[src/sv/dspe_pkg.sv]
`timescale 1ns / 1ps
// ----------------------------------------------------------------------------
// dspe_pkg
// Shared types and constants of the dense shortest-path engine: command and
// result items, operation codes, and the controller/datapath handshake.
// ----------------------------------------------------------------------------
package dspe_pkg;

  // fixed field widths of the item channels
  localparam int OP_W       = 2;
  localparam int VERTEX_W   = 5;
  localparam int EDGE_LEN_W = 16;
  localparam int PATH_W     = 21;

  // saturation value of the reported distance
  localparam logic [PATH_W-1:0] PATH_MAX = {PATH_W{1'b1}};

  // at most this many vertices are reported by a run
  localparam int REPORT_CAP = 32;

  // command operation codes
  typedef enum logic [OP_W-1:0] {
    OP_SET_EDGE = 2'd0,
    OP_CLEAR    = 2'd1,
    OP_RUN      = 2'd2
  } op_e;

  // command item
  typedef struct packed {
    logic [OP_W-1:0]       operation;
    logic [VERTEX_W-1:0]   node_a;
    logic [VERTEX_W-1:0]   node_b;
    logic [EDGE_LEN_W-1:0] edge_length;
  } cmd_t;

  // result item
  typedef struct packed {
    logic [VERTEX_W-1:0] vertex;
    logic [PATH_W-1:0]   path_length;
    logic [VERTEX_W-1:0] previous_vertex;
    logic                reachable;
    logic                last;
  } res_t;

  // controller to datapath commands
  typedef struct packed {
    logic accept;
    logic run_init;
    logic clr_step;
    logic edge_wr0;
    logic edge_wr1;
    logic round_start;
    logic scan_step;
    logic emit_start;
    logic emit_ld;
  } ctl_t;

  // datapath to controller status
  typedef struct packed {
    op_e  in_op;
    logic in_edge_ok;
    logic clr_done;
    logic scan_done;
    logic found;
    logic emit_last;
    logic out_free;
  } sts_t;

endpackage

[src/sv/dspe_ctrl.sv]
`timescale 1ns / 1ps
// ----------------------------------------------------------------------------
// dspe_ctrl
// Sequencer of the engine: clearing sweep, edge writes, search rounds of
// pick and scan, and the result emission.
// ----------------------------------------------------------------------------
module dspe_ctrl import dspe_pkg::*; (
  input  logic clk,
  input  logic rst,
  input  logic cmd_valid,
  output logic cmd_ready,
  input  sts_t sts,
  output ctl_t ctl
);

  typedef enum logic [7:0] {
    ST_CLEAR   = 8'b0000_0001,
    ST_IDLE    = 8'b0000_0010,
    ST_EDGE0   = 8'b0000_0100,
    ST_EDGE1   = 8'b0000_1000,
    ST_PICK    = 8'b0001_0000,
    ST_SCAN    = 8'b0010_0000,
    ST_EMIT_RD = 8'b0100_0000,
    ST_EMIT_LD = 8'b1000_0000
  } state_t;

  state_t state;
  state_t state_next;

  // next state and command decode
  always_comb begin
    state_next = state;
    ctl        = '0;
    cmd_ready  = 1'b0;
    case (state)
      ST_CLEAR: begin
        ctl.clr_step = 1'b1;
        if (sts.clr_done) begin
          state_next = ST_IDLE;
        end
      end
      ST_IDLE: begin
        cmd_ready = 1'b1;
        if (cmd_valid) begin
          ctl.accept = 1'b1;
          case (sts.in_op)
            OP_SET_EDGE: begin
              if (sts.in_edge_ok) begin
                state_next = ST_EDGE0;
              end
            end
            OP_CLEAR: begin
              state_next = ST_CLEAR;
            end
            OP_RUN: begin
              ctl.run_init = 1'b1;
              state_next   = ST_PICK;
            end
            default: begin
              state_next = ST_IDLE;
            end
          endcase
        end
      end
      ST_EDGE0: begin
        ctl.edge_wr0 = 1'b1;
        state_next   = ST_EDGE1;
      end
      ST_EDGE1: begin
        ctl.edge_wr1 = 1'b1;
        state_next   = ST_IDLE;
      end
      ST_PICK: begin
        if (sts.found) begin
          ctl.round_start = 1'b1;
          state_next      = ST_SCAN;
        end else begin
          ctl.emit_start = 1'b1;
          state_next     = ST_EMIT_RD;
        end
      end
      ST_SCAN: begin
        if (!sts.scan_done) begin
          ctl.scan_step = 1'b1;
        end else begin
          state_next = ST_PICK;
        end
      end
      ST_EMIT_RD: begin
        state_next = ST_EMIT_LD;
      end
      ST_EMIT_LD: begin
        if (sts.out_free) begin
          ctl.emit_ld = 1'b1;
          state_next  = sts.emit_last ? ST_IDLE : ST_EMIT_RD;
        end
      end
      default: begin
        state_next = ST_IDLE;
      end
    endcase
  end

  // state register, reset starts the clearing sweep
  always_ff @(posedge clk) begin
    if (rst) begin
      state <= ST_CLEAR;
    end else begin
      state <= state_next;
    end
  end

endmodule

[config.mk]
export PLATFORM = sky130hd
export DESIGN_NAME = dspe_ctrl
export DESIGN_NICKNAME = d
export VERILOG_FILES = /design/src/sv/dspe_pkg.sv /design/src/sv/dspe_ctrl.sv
export SDC_FILE = /design/constraint.sdc
export NUM_CORES = 1
export LEC_CHECK = 0
export BUFFER_PORTS_ARGS = -buffer_cell sky130_fd_sc_hd__buf_4
export CAP_MARGIN = 10
export CORE_MARGIN = 5
export CORE_UTILIZATION = 40
export CTS_CLUSTER_SIZE = 20
export DETAILED_ROUTE_END_ITERATION = 10
export PLACE_DENSITY = 0.77
export SYNTH_ARGS = -nofsm -noshare
export SYNTH_HDL_FRONTEND = slang
export SYNTH_SLANG_ARGS = --single-unit
[constraint.sdc]
create_clock -name clk -period 2.2 [get_ports clk]
set_input_delay 0.11 -clock clk [delete_from_list [all_inputs] [get_ports clk]]
set_output_delay 0.11 -clock clk [all_outputs]
set_load 0.02 [all_outputs]
; Word level (Yosys, flattened, before mapping)
; Cells that the tools add are included.
[word_totals]
ff_bits = 8
latchBits = 0
ramBits = 0
rom_bits = 0
in_bits = 11
output_inout_bits = 10
elab_cells = 42
memories = 0
[classes]
add_sub_neg = 0
mul = 0
div_mod_pow = 0
n_lt_le_gt_ge = 0
n_eq_ne = 15
shift = 0
n_mux = 24
n_bitwise = 0
reduce_logical = 2
[op_table]
columns = operator, count
row1 = $pmux W8 S7, 1
row2 = $mux W8, 5
row3 = $pmux W8 S3, 1
row4 = $mux W7, 2
row5 = $mux W1, 13
row6 = $eq A8 B1 Y1 const B, 1
row7 = $eq A8 B2 Y1 const B, 1
row8 = $eq A8 B3 Y1 const B, 1
row9 = $eq A8 B4 Y1 const B, 1
row10 = $eq A8 B5 Y1 const B, 1
row11 = $eq A8 B6 Y1 const B, 1
row12 = $eq A8 B7 Y1 const B, 1
row13 = $eq A8 B8 Y1 const B, 1
row14 = $ne A2 B2 Y1 const B, 4
row15 = $reduce_and A5 Y1, 1
row16 = $mux W2, 2
row17 = $ne A3 B3 Y1 const B, 1
row18 = $eq A2 B1 Y1 const B, 1
row19 = $eq A2 B2 Y1 const B, 1
row20 = $logic_not A2 Y1, 1

; Depth between registers and ports, before layout
[depth]
word_depth = 4
mapped_depth = 5
ltp_nobuf = 4

; Least setup slack after synthesis
; OpenSTA, ideal clock, no wires.
[synth_path]
kind = reg2out
startpoint = register state[7]
endpoint = output port ctl[7] (netlist name)
t_arrival_ns = 1.996
t_required_ns = 2.090
path_slack_ns = 0.094
path_stages_with_launch = 5
n_path_buf = 0
cell_sequence = dfxtp_1 > or4_4 > nor4_4 > nand2_1 > nor3b_1
[synth_rtl]
columns = item, line
row1 = from (decl), dspe_ctrl.sv:27  ; state_t state;
row2 = from (signal assigned), dspe_ctrl.sv:109  ; state <= state_next;
row3 = to (decl), dspe_ctrl.sv:13  ; output ctl_t ctl

==> results.md <==
* Worst R2R Setup Slack at 0.37 ns
* Max Clock Freq at 0.478 GHz
* Non-Filler Instances at 110
* Site Rows at 13
* Status: completed
* Hold Path Stages at 2
* Yosys reg bits at 8
* Max-cap violations at 0
* Worst skew pair latency at 0.26 ns
* Slew headroom at 67.4%
* Initial antenna violation count at 0
* Hold_sp: rst
* Vias in the first global route at 681
* Routed length per placed instance at 16.0 um
* Tightest Pin Transition at 0.483 ns
* Initial drt markers at 39
* Min-Delay Path Class: in2reg
* Worst clock skew at 0.00850 ns
* Leak Pwr at roughly 0.36 nW
* WHS Endpoint: state[1]$_SDFFE_PP0P_
* Seq/Total Area, Yosys at approximately 27%
* RSZ-0062 raised after global routing: no
* Drt total wl at 1760 um
* Drt pass-1 iters at 4
* Gp weighted congestion at 0.816
* Post-synth top area share at ~27%
* Worst vdd ir at 0.000298 V
* Nets@finish at between 100 and 150
* Cell taking the most area after synthesis: dfxtp_1
* PD cells at 452 nW/um^2
* Avg Synthesized Cell Area at approximately 8.1 um^2
* CP startpoint: state[7]$_SDFFE_PP0P_
* Final core utilization at 57.9%
* Post-Syn Area at 592 um^2
* Worst R2R End: state[4]$_SDFFE_PP0P_
* Largest regs: state (8)
* Share of cells above drive strength 1 at a little over a third
* Synth Instances at 73
* GR Util All Layers at 15.9%
* Setup TNS at 0 ns
* Biggest register: state
* Post-CTS setup buffers at 0
* TritonCTS Buffers at 3
* Chip height at 48.5 um
* Pins Over Slew Limit at 0
* Minimum clock period at 2.09 ns
* Commonest non-fill, non-tap cell in the layout: buf_4
* Worst Path Arrival at 1.98 ns
* Post-DRT Antenna Nets at 0
* H-tree depth at 1
* Largest net degree at the start of global routing at 10
* Ys async rst share at 0%
* Hold Violations, Final at 0
* Leading cell types in the layout, fill and taps excluded: buf_4 (21), inv_1 (8), dfxtp_1 (8)
* Hold_ws at 0.0575 ns
* Setup CP Type: reg2out
* Post-synthesis cell type count at 35
* Syn Nets at 84
* Startpoint Class: register
* I/O pins at 21
* Number of port buffers at 20
* Core ar. at ~1400 um^2
* Area grow syn2layout at 32.1%
* Vias at between 600 and 700
* Final setup violation count at 0
* Initial Util at 43.8%
* Worst EP required at 2.09 ns
* Path depth of the worst reg2reg path at 4
* Die X at 48.5 um
* Top FF cell, synth: dfxtp_1
* Residual DRC count at 0
* CTS tree: yes
* First-pass GRT wire length at roughly 3000 um
* Post-synth EDFFs at 0
* Via/cell ratio at 6.13
* Post-DP HPWL at 1350 um
* Max reg flops at 8
* Yosys Warn Count at 0
* Worst setup EP type: primary output
* Worst r2r src: state[0]$_SDFFE_PP1P_
* DP Cell Count at around 110
* Clock Tree Buf Depth at 2
* CTS sink count at 8
* CTS clk-pin slew, worst paths at 0.06 ns
* CP max FO at 7
* Tot Pwr at 0.354 mW
* Root Driver: clkbuf_4
* Grt ovf at 0
* Die Footprint at around 2300 um^2
* Tcrit/Tclk final at 95.1%
* Synth area leaders: dfxtp_1 (27%), nand4b_1 (5.9%), nor3_1 (5.9%)
* Antenna Diode Count at 0
repair_timing:
action / CTS / global route
resized for setup: 0 / 2
hold buffers: 0 / 0
setup endpoints to repair: 0 / 1
cell families (layout without fill, tap and decap cells):
logic type	count (synthesis)	after routing	share of synthesized area (%)
AOI/OAI and AO/OA	13	13	16.9
xor gates and xnor gates	1	1	1.48
buffers and inverters	10	32	7.82
DFF	8	8	27.1
and+or+nand+nor	41	41	46.7
worst max path at each step:
| stage | to | slack, ns | cells past startpoint |
|---|---|---|---|
| after CTS | ctl[7] | 0.04 | 5 |
| after global routing | ctl[7] | 0.02 | 5 |
| after detailed placement | ctl[7] | 0.37 | 5 |
| after floorplan | ctl[7] | 0.09 | 4 |
| final | ctl[7] | 0.11 | 5 |
| after global placement | ctl[7] | 0.43 | 5 |
metal layers:
layer	vias up	GRT usage (%)	share of wire, %
met5	-	0	0
met4	0	13.0	5.1
met3	15	4.59	7.2
met2	36	25.7	49
met1	297	17.0	39
li1	326	-	-
final cells by class:
type	count	area, um^2
Multi-Input combinational cell	55	393
Timing Repair Buffer	21	158
Sequential cell	8	160
Tap cell	15	18.8
Inverter	8	30.0
Fill cell	138	568
Clock buffer	3	22.5
worst max-delay path, cell delays in order (launching register included):
cell and delay (ns):
dfxtp_1 0.37, or4_4 0.61, nor4_4 0.24, nand2_2 0.13
nor3b_2 0.22, buf_4 0.17
power by group:
group | total (mW) | internal [mW] | switching [mW]
clock network | 0.113 | 0.0624 | 0.0501
logic | 0.0826 | 0.0404 | 0.0423
registers | 0.158 | 0.149 | 0.00895
total | 0.354 | 0.252 | 0.101
synth_stat cells (2+ instances only):
master    instances
nor2_1            6
nand2_1           4
nor4_1            2
nand4b_1          4
dfxtp_1           8
nor3_1            7
a32oi_1           2
nor2b_1           2
a21oi_1           2
inv_1             8
nand3_1           3
and2_1            2
per-stage QoR:
| stage | cell area (um^2) | worst slack [ns] |
|---|---|---|
| 2_1_floorplan | 592 | 0.0941 |
| 3_5_place_dp | 752 | 0.371 |
| 3_3_place_gp | 752 | 0.432 |
| 6_report | 782 | 0.109 |
| 4_1_cts | 774 | 0.0398 |
| 5_1_grt | 782 | 0.0200 |
Note: power is estimated with default switching activity, not from simulation.
